### src/sv/arpr_pkg.sv
// Shared types, codes and constants of the ARP responder with address cache.
// Used by arpr_classify and arp_responder_with_cache; no dependencies.
`default_nettype none
package arpr_pkg;

	localparam int CACHE_ENTRIES = 16;
	localparam int IDX_W = (CACHE_ENTRIES > 1) ? $clog2(CACHE_ENTRIES) : 1;
	localparam int CNT_W = $clog2(CACHE_ENTRIES + 1);

	localparam int IN_TDATA_W  = 248;
	localparam int OUT_TDATA_W = 184;
	localparam int CFG_DATA_W  = 48;

	// item kinds
	localparam logic [1:0] OP_FRAME   = 2'd0;
	localparam logic [1:0] OP_LOOKUP  = 2'd1;
	localparam logic [1:0] OP_REQUEST = 2'd2;
	localparam logic [1:0] OP_FLUSH   = 2'd3;

	// result status codes
	localparam logic [2:0] ST_IDLE = 3'd0;
	localparam logic [2:0] ST_SENT = 3'd1;
	localparam logic [2:0] ST_HIT  = 3'd2;
	localparam logic [2:0] ST_MISS = 3'd3;
	localparam logic [2:0] ST_OFF  = 3'd4;

	// register indexes
	localparam logic [1:0] CFG_LOCAL_IP  = 2'd0;
	localparam logic [1:0] CFG_LOCAL_MAC = 2'd1;
	localparam logic [1:0] CFG_ENABLED   = 2'd2;

	localparam logic [31:0] LOCAL_IP_RST  = 32'h0A00_0002;
	localparam logic [47:0] LOCAL_MAC_RST = 48'h0200_0000_0002;

	localparam logic [15:0] ETHERTYPE_ARP = 16'h0806;
	localparam logic [15:0] HTYPE_ETH     = 16'h0001;
	localparam logic [15:0] PTYPE_IPV4    = 16'h0800;
	localparam logic [7:0]  HLEN_ETH      = 8'd6;
	localparam logic [7:0]  PLEN_IPV4     = 8'd4;
	localparam logic [15:0] ARP_OP_REQ    = 16'd1;
	localparam logic [15:0] ARP_OP_REPLY  = 16'd2;
	localparam logic [1:0]  OUT_OP_NONE   = 2'd0;
	localparam logic [1:0]  OUT_OP_REQ    = 2'd1;
	localparam logic [1:0]  OUT_OP_REPLY  = 2'd2;
	localparam logic [47:0] MAC_BCAST     = 48'hFFFF_FFFF_FFFF;

	typedef struct packed {
		logic [47:0] frame_source_mac;
		logic [31:0] tgt_ip;
		logic [31:0] sender_ip;
		logic [47:0] sender_mac;
		logic [15:0] arp_op;
		logic [7:0]  protocol_length;
		logic [7:0]  hardware_length;
		logic [15:0] protocol_type;
		logic [15:0] hardware_type;
		logic [15:0] ether_type;
		logic        frame_too_short;
	} item_t;

	typedef struct packed {
		logic [2:0]  status;
		logic [47:0] lookup_mac;
		logic [31:0] out_target_ip;
		logic [47:0] out_target_mac;
		logic [1:0]  out_arp_op;
		logic [47:0] out_dest_mac;
		logic        send_frame;
	} result_t;

	typedef enum logic [1:0] {
		ACT_DONE,
		ACT_LEARN,
		ACT_LOOKUP,
		ACT_FLUSH
	} act_t;

	typedef struct packed {
		act_t        act;
		logic [31:0] key_ip;
		logic [47:0] mac;
		result_t     res;
	} plan_t;

	typedef struct packed {
		logic [31:0] ip;
		logic [47:0] mac;
	} entry_t;

	localparam int ENTRY_W = $bits(entry_t);

endpackage
`default_nettype wire

### src/sv/arp_responder_with_cache.sv
// Top level: ARP responder with a 16-entry IP-to-MAC cache held in one RAM.
// Depends on arpr_pkg, arpr_classify and arpr_ram.
//
//  channel  dir  handshake          payload
//  s_*      in   s_tvalid/s_tready  s_tuser operation, s_tdata frame fields
//  m_*      out  m_tvalid/m_tready  m_tuser status, m_tdata result fields
//  cfg_*    in   cfg_valid/cfg_ready cfg_index register, cfg_data value
//
// Lookup and learning scan the cache RAM one entry per cycle; other items
// skip the scan and go straight to the result state.
// The scan stops early on an IP match. Reset clears all valid bits at once.
// A new item is taken while the previous result waits in the output register;
// the block stalls only when a finished result finds that register still full.
`default_nettype none
module arp_responder_with_cache (
	input  wire logic                            clk,
	input  wire logic                            arst_n,
	input  wire logic                            s_tvalid,
	output logic                                 s_tready,
	// frame_too_short, ether_type, hardware_type, protocol_type,
	// hardware_length, protocol_length, arp_op, sender_mac, sender_ip,
	// tgt_ip, frame_source_mac, zero fill
	input  wire logic [arpr_pkg::IN_TDATA_W-1:0] s_tdata,
	// operation
	input  wire logic [1:0]                      s_tuser,
	output logic                                 m_tvalid,
	input  wire logic                            m_tready,
	// send_frame, out_dest_mac, out_arp_op, out_target_mac, out_target_ip,
	// lookup_mac, zero fill
	output logic [arpr_pkg::OUT_TDATA_W-1:0]     m_tdata,
	// status
	output logic [2:0]                           m_tuser,
	input  wire logic                            cfg_valid,
	output logic                                 cfg_ready,
	input  wire logic [1:0]                      cfg_index,
	input  wire logic [arpr_pkg::CFG_DATA_W-1:0] cfg_data
);
	import arpr_pkg::*;

	typedef enum logic [1:0] {
		S_IDLE,
		S_SCAN,
		S_RESULT
	} state_t;

	localparam logic [IDX_W-1:0] LAST_IDX = IDX_W'(CACHE_ENTRIES - 1);
	localparam logic [CNT_W-1:0] CNT_END  = CNT_W'(CACHE_ENTRIES);

	state_t state_q;

	logic [31:0] host_ip_q;
	logic [47:0] host_mac_q;
	logic        enabled_q;

	item_t   item;
	plan_t   plan;
	plan_t   plan_q;
	result_t out_q;
	logic    m_tvalid_q;

	logic [CACHE_ENTRIES-1:0] valid_q;
	logic [CNT_W-1:0]         rd_cnt_q;
	logic [IDX_W-1:0]         rd_idx;
	logic                     p_s1;
	logic                     ev_s1;
	logic [IDX_W-1:0]         idx_s1;
	logic                     free_found_q;
	logic [IDX_W-1:0]         free_idx_q;

	entry_t           rd_ent;
	logic [ENTRY_W-1:0] rd_data;
	logic             s_xfer;
	logic             rd_more;
	logic             match;
	logic             scan_end;
	logic             wr_en;
	logic [IDX_W-1:0] wr_idx;
	logic             out_free;

	assign item = s_tdata[$bits(item_t)-1:0];

	arpr_classify u_classify (
		.operation (s_tuser),
		.item      (item),
		.host_ip   (host_ip_q),
		.enabled   (enabled_q),
		.plan      (plan)
	);

	arpr_ram #(
		.DEPTH (CACHE_ENTRIES),
		.WIDTH (ENTRY_W)
	) u_ram (
		.clk   (clk),
		.we    (wr_en),
		.waddr (wr_idx),
		.wdata ({plan_q.key_ip, plan_q.mac}),
		.raddr (rd_idx),
		.rdata (rd_data)
	);

	always_comb begin
		rd_ent   = rd_data;
		rd_idx   = rd_cnt_q[IDX_W-1:0];
		rd_more  = rd_cnt_q != CNT_END;
		s_tready = state_q == S_IDLE;
		s_xfer   = s_tvalid && s_tready;
		out_free = !m_tvalid_q || m_tready;
		match    = p_s1 && ev_s1 && rd_ent.ip == plan_q.key_ip;
		scan_end = state_q == S_SCAN && (match || (p_s1 && idx_s1 == LAST_IDX));
		wr_en    = scan_end && plan_q.act == ACT_LEARN;
		if (match) begin
			wr_idx = idx_s1;
		end else if (free_found_q) begin
			wr_idx = free_idx_q;
		end else if (!ev_s1) begin
			wr_idx = idx_s1;
		end else begin
			wr_idx = '0;
		end
	end

	always_ff @(posedge clk or negedge arst_n) begin
		if (!arst_n) begin
			host_ip_q  <= LOCAL_IP_RST;
			host_mac_q <= LOCAL_MAC_RST;
			enabled_q  <= 1'b0;
		end else if (cfg_valid && cfg_ready) begin
			case (cfg_index)
				CFG_LOCAL_IP:  host_ip_q  <= cfg_data[31:0];
				CFG_LOCAL_MAC: host_mac_q <= cfg_data[47:0];
				CFG_ENABLED:   enabled_q  <= cfg_data[0];
				default: begin
				end
			endcase
		end
	end

	assign cfg_ready = 1'b1;

	always_ff @(posedge clk or negedge arst_n) begin
		if (!arst_n) begin
			state_q      <= S_IDLE;
			m_tvalid_q   <= 1'b0;
			valid_q      <= '0;
			rd_cnt_q     <= '0;
			p_s1         <= 1'b0;
			free_found_q <= 1'b0;
		end else begin
			if (state_q == S_RESULT && out_free) begin
				m_tvalid_q <= 1'b1;
			end else if (m_tready) begin
				m_tvalid_q <= 1'b0;
			end
			case (state_q)
				S_IDLE: begin
					if (s_xfer) begin
						rd_cnt_q     <= '0;
						p_s1         <= 1'b0;
						free_found_q <= 1'b0;
						if (plan.act == ACT_FLUSH) begin
							valid_q <= '0;
						end
						if (plan.act == ACT_LEARN || plan.act == ACT_LOOKUP) begin
							state_q <= S_SCAN;
						end else begin
							state_q <= S_RESULT;
						end
					end
				end
				S_SCAN: begin
					p_s1 <= rd_more;
					if (rd_more) begin
						rd_cnt_q <= rd_cnt_q + CNT_W'(1);
					end
					if (p_s1 && !ev_s1) begin
						free_found_q <= 1'b1;
					end
					if (wr_en) begin
						valid_q[wr_idx] <= 1'b1;
					end
					if (scan_end) begin
						state_q <= S_RESULT;
					end
				end
				S_RESULT: begin
					if (out_free) begin
						state_q <= S_IDLE;
					end
				end
				default: begin
					state_q <= S_IDLE;
				end
			endcase
		end
	end

	always_ff @(posedge clk) begin
		if (s_xfer) begin
			plan_q <= plan;
		end
		if (state_q == S_SCAN) begin
			idx_s1 <= rd_idx;
			ev_s1  <= rd_more ? valid_q[rd_idx] : 1'b1;
			if (p_s1 && !ev_s1 && !free_found_q) begin
				free_idx_q <= idx_s1;
			end
			if (scan_end && plan_q.act == ACT_LOOKUP && match) begin
				plan_q.res.status     <= ST_HIT;
				plan_q.res.lookup_mac <= rd_ent.mac;
			end
		end
		if (state_q == S_RESULT && out_free) begin
			out_q <= plan_q.res;
		end
	end

	assign m_tvalid = m_tvalid_q;
	assign m_tuser  = out_q.status;
	assign m_tdata  = {5'b0, out_q.lookup_mac, out_q.out_target_ip, out_q.out_target_mac,
		out_q.out_arp_op, out_q.out_dest_mac, out_q.send_frame};

endmodule
`default_nettype wire

### src/sv/arpr_ram.sv
// Generic simple dual-port RAM, one write and one registered read port.
// No dependencies; holds the address cache entries.
`default_nettype none
module arpr_ram #(
	parameter int DEPTH = 16,
	parameter int WIDTH = 80,
	localparam int AW = (DEPTH > 1) ? $clog2(DEPTH) : 1
) (
	input  wire logic             clk,
	input  wire logic             we,
	input  wire logic [AW-1:0]    waddr,
	input  wire logic [WIDTH-1:0] wdata,
	input  wire logic [AW-1:0]    raddr,
	output logic      [WIDTH-1:0] rdata
);

	logic [WIDTH-1:0] mem [DEPTH];

	always_ff @(posedge clk) begin
		if (we) begin
			mem[waddr] <= wdata;
		end
		rdata <= mem[raddr];
	end

endmodule
`default_nettype wire

### src/sv/arpr_classify.sv
// Decodes one input item: header checks, action to take and the result fields
// known before any cache access. Depends on arpr_pkg.
`default_nettype none
module arpr_classify (
	input  wire logic [1:0]     operation,
	input  wire arpr_pkg::item_t item,
	input  wire logic [31:0]    host_ip,
	input  wire logic           enabled,
	output arpr_pkg::plan_t     plan
);
	import arpr_pkg::*;

	logic hdr_ok;
	logic is_req;
	logic is_reply;

	always_comb begin
		hdr_ok = !item.frame_too_short
			&& item.ether_type == ETHERTYPE_ARP
			&& item.hardware_type == HTYPE_ETH
			&& item.protocol_type == PTYPE_IPV4
			&& item.hardware_length == HLEN_ETH
			&& item.protocol_length == PLEN_IPV4;
		is_req   = item.arp_op == ARP_OP_REQ;
		is_reply = item.arp_op == ARP_OP_REPLY;

		plan        = '0;
		plan.act    = ACT_DONE;
		plan.key_ip = item.tgt_ip;
		plan.mac    = item.sender_mac;
		plan.res.status = ST_IDLE;

		case (operation)
			OP_FRAME: begin
				plan.key_ip = item.sender_ip;
				if (!enabled) begin
					plan.res.status = ST_OFF;
				end else if (hdr_ok && (is_req || is_reply)) begin
					plan.act = ACT_LEARN;
					if (is_req && item.tgt_ip == host_ip) begin
						plan.res.status         = ST_SENT;
						plan.res.send_frame     = 1'b1;
						plan.res.out_dest_mac   = item.frame_source_mac;
						plan.res.out_arp_op     = OUT_OP_REPLY;
						plan.res.out_target_mac = item.sender_mac;
						plan.res.out_target_ip  = item.sender_ip;
					end
				end
			end
			OP_LOOKUP: begin
				plan.act        = ACT_LOOKUP;
				plan.res.status = ST_MISS;
			end
			OP_REQUEST: begin
				plan.res.status        = ST_SENT;
				plan.res.send_frame    = 1'b1;
				plan.res.out_dest_mac  = MAC_BCAST;
				plan.res.out_arp_op    = OUT_OP_REQ;
				plan.res.out_target_ip = item.tgt_ip;
			end
			OP_FLUSH: begin
				plan.act = ACT_FLUSH;
			end
			default: begin
				plan.act = ACT_DONE;
			end
		endcase
	end

endmodule
`default_nettype wire
### config.mk
export PLATFORM = sky130hd
export DESIGN_NAME = arp_responder_with_cache
export DESIGN_NICKNAME = d
export VERILOG_FILES = /design/src/sv/arpr_pkg.sv /design/src/sv/arp_responder_with_cache.sv /design/src/sv/arpr_ram.sv /design/src/sv/arpr_classify.sv
export SDC_FILE = /design/constraint.sdc
export NUM_CORES = 2
export LEC_CHECK = 0
export BUFFER_PORTS_ARGS = -buffer_cell sky130_fd_sc_hd__buf_2
export CAP_MARGIN = 20
export CORE_UTILIZATION = 64
export DETAILED_ROUTE_END_ITERATION = 10
export GPL_TIMING_DRIVEN = 1
export PLACE_DENSITY = 0.84
export SLEW_MARGIN = 15
export SYNTH_ARGS = -nofsm -noshare
export SYNTH_HDL_FRONTEND = slang
export SYNTH_SLANG_ARGS = --single-unit
### constraint.sdc
create_clock -name clk -period 17.71 [get_ports clk]
set_input_delay 3.542 -clock clk [delete_from_list [all_inputs] [get_ports clk]]
set_output_delay 3.542 -clock clk [all_outputs]
set_load 0.05 [all_outputs]
==> results_dict.tcl <==
set metrics [dict create \
    hold_buffers 0 \
    async_flop_share_pct 3.15 \
    final_nets 3911 \
    worstMarginPinSlew_ns 1.23 \
    areaGrowthSynthToFinish_pct 14.8 \
    drv_cap 0 \
    holdPathStages 0 \
    ys_ff_latch 1874 \
    worstSetupEndpointType "register" \
    path_cells "buf_2 -> inv_1 -> ha_2 -> buf_4 -> nor4b_1 -> nand4_1 -> nor2_1 -> nand2_1 -> nor4_2 -> buf_4 -> buf_4 -> and2_1" \
    ioPinCount 495 \
    clkSlewWorstSetupHoldPaths_ns 0.07 \
    yosysWarnings 0 \
    finalCritPeriodShare_pct 40.0 \
    synth_edf_count 1684 \
    path_depth 12 \
    die_h_um 329 \
    grt_max_degree 156 \
    gp_congestion 0.930 \
    use_met3_pct 6.43 \
    vias_per_cell 6.90 \
    dp_cells 4813 \
    root_buffer "clkbuf_16" \
    power.density_mw_per_mm2 148 \
    outcome "finished with violations" \
    ys.flop_type "edfxtp_1" \
    required_ns 18.34 \
    cts_buffer_depth 3 \
    synth_top_area_cell "edfxtp_1" \
    crit_fanout 72 \
    use_met2_pct 55.2 \
    grtUsageTotal_pct 33.5 \
    drv_slew 0 \
    criticalPathCategory "in2reg" \
    fillers 5237 \
    fp.dieArea_mm2 0.108 \
    setup_viol 0 \
    syn_avg_cell_area_um2 22.5 \
    finalClockSkew_ns 0.0372 \
    cts_resized 0 \
    syn_area_mm2 0.0685 \
    synth.area.top_cells "edfxtp_1 74%, mux4_2 13%, dfxtp_1 3.8%" \
    cts_tree "built" \
    drc 4 \
    die_w_um 329 \
    ys_seq_area_share_pct 79.8 \
    failed_checks "design-rule violations" \
    crit_path_max_incr_delay_ns 0.74 \
    initial_core_util_pct 64.8 \
    rsz0062_at_grt "false" \
    drtIter0Drc 5298 \
    critPathArrivalTime_ns 7.72 \
    use_met1_pct 43.0 \
    drive_gt1_share_pct 34.6 \
    leakage_nw 26.2 \
    tns_ns 0 \
    min_path_type "reg2reg" \
    ir_drop_mv 0.115 \
    postRouteAntennaNets 0 \
    cp_top_family "buffers and inverters" \
    synthDistinctLibCells 54 \
    r2r_cells 9 \
    period_minus_slack_ns 7.09 \
    worst_setup_path_start_kind "primary input" \
    overflow 0 \
    first_pass_iters 11 \
    slowest_stage "buf_4" \
    grt_pass1_vias 36673 \
    netlist_instances 3042 \
    numClockSinks 1874 \
    antenna_found_initial 14 \
    via_count 35514 \
    total_power_mw 11.7 \
    final_hold_viol_count 0 \
    hpwl_mm 85.6 \
    final_cell_count_no_fill 5146 \
    max_slew_margin_pct 17.2 \
    clk-insertion-delay-late_ns 0.79 \
    fmax_mhz 141 \
    post_cts_buffers 0 \
    floorplan.rows 119 \
    numPortBuffers 465 \
    synth_top_area_share_pct 73.8 \
    gr-max-usage-layer "met2" \
    core_mm2 0.106 \
    drt_wl_total_mm 178 \
    crit_top_cell "buf_4" \
    crit_buf_inv 5 \
    grt_pass1_wl_mm 254 \
    h-tree-depth 4 \
    detail_route.wl_per_cell_um 34.6 \
    cts_buffers 173 \
]
-- worst reg2reg max path: stages (launching register included) --
cell and delay [ns]:
edfxtp_1 0.65, xnor2_1 0.38, nand4_1 0.19, nor4_1 1.05, nand3_2 0.48, a2111oi_4 0.59, o21ai_1 0.50, nor2_4 0.55
buf_4 0.55, buf_4 0.92
-- cell usage in the layout (no fill, tap or decap), types with 6 or more instances in the layout --
cell type	instances
edfxtp_1	1684
buf_2	465
mux4_2	405
clkbuf_16	180
dfxtp_1	131
nand2_1	129
mux2_2	65
buf_4	57
clkbuf_1	55
dfrtp_1	52
a21o_1	50
and2_1	48
o21ai_0	44
xor2_1	35
a22o_1	32
xnor2_1	30
clkbuf_8	27
clkinv_2	23
bufinv_16	21
nor2_1	20
o21ai_1	20
nor4_1	19
nor2_4	16
nand4_1	15
inv_1	10
nor4b_1	9
diode_2	8
o31ai_1	6
conb_1	6
-- power breakdown --
part	switching [mW]	internal (mW)	total, mW
Clock	1.64	2.29	3.93
Combinational	1.13	0.913	2.05
Sequential	0.359	5.34	5.70
-- worst paths after layout --
check | startpoint | endpoint | slack (ns)
worst max register to register | plan_q[231] | u_ram.mem[4][66] | 11.40
worst max-delay path | s_tuser[0] | plan_q[74] | 10.62
worst min register to register | plan_q[53] | m_tdata[53] | 0.41
max in group asynchronous | arst_n | rd_cnt_q[0] | 14.03
min in group asynchronous | arst_n | host_ip_q[24] | 2.96
worst min-delay path | plan_q[53] | m_tdata[53] | 0.41
-- stage by stage --
stage	utilization (%)	hold WS, ns	instance area (um^2)	setup slack (ns)
after floorplan	-	0.400	68500	5.31
after global routing	74.4	0.420	78600	10.41
after CTS	74.3	0.406	78600	10.80
after detailed placement	68.7	0.405	72600	10.10
final	74.4	0.407	78600	10.62
after global placement	68.7	0.400	72600	10.17
-- cell usage after synthesis, types with 22 or more instances --
cell type,instances
nand2_1,130
xnor2_1,30
clkbuf_1,103
o21ai_0,44
a21o_1,50
and2_1,48
edfxtp_1,1684
mux2_2,65
dfrtp_1,56
mux4_2,405
buf_1,22
a22o_1,32
xor2_1,35
dfxtp_1,131
nor2_1,36
-- cells by family (layout without fill, tap and decap cells) --
family,count (synthesis),in the layout,synth area share (%)
flops,1874,1874,79.8
buf+inv,159,860,0.941
simple gates,291,291,2.10
fa+ha+maj,7,7,0.128
mux,470,470,14.4
other cells,2,14,0.0110
compound gates,174,174,1.79
xor+xnor,65,65,0.831
-- per-layer routing --
| metal | wire (um) | up-vias |
|---|---|---|
| met5 | 47 | - |
| met4 | 10200 | 6 |
| met3 | 17400 | 661 |
| met2 | 90400 | 3000 |
| met1 | 59900 | 18230 |
| li1 | - | 13617 |
-- layout make-up --
cell class                 instances  area [um^2]  area share, %
clock buffer                     262         5080           6.46
antenna                            8         20.0         0.0255
sequential                      1874        54700           69.5
timing repair buffer             525         2820           3.58
inverter                          12         52.6         0.0668
multi-input combinational       1013        13400           17.0
clock inverter                    61          882           1.12
tap                             1391         1740           2.21
-- registers in the layout (all words and copies together) (netlist names) --
signal and flops:
u_ram.mem 1280, plan_q 264, m_tdata 179, u_ram.rdata 80
host_ip_q 32, valid_q 16, rd_cnt_q 5, free_idx_q 4
idx_s1 4, m_tuser 3, state_q 2, enabled_q 1
ev_s1 1, free_found_q 1, m_tvalid 1, p_s1 1
Note: power is estimated with default switching activity, not from simulation.
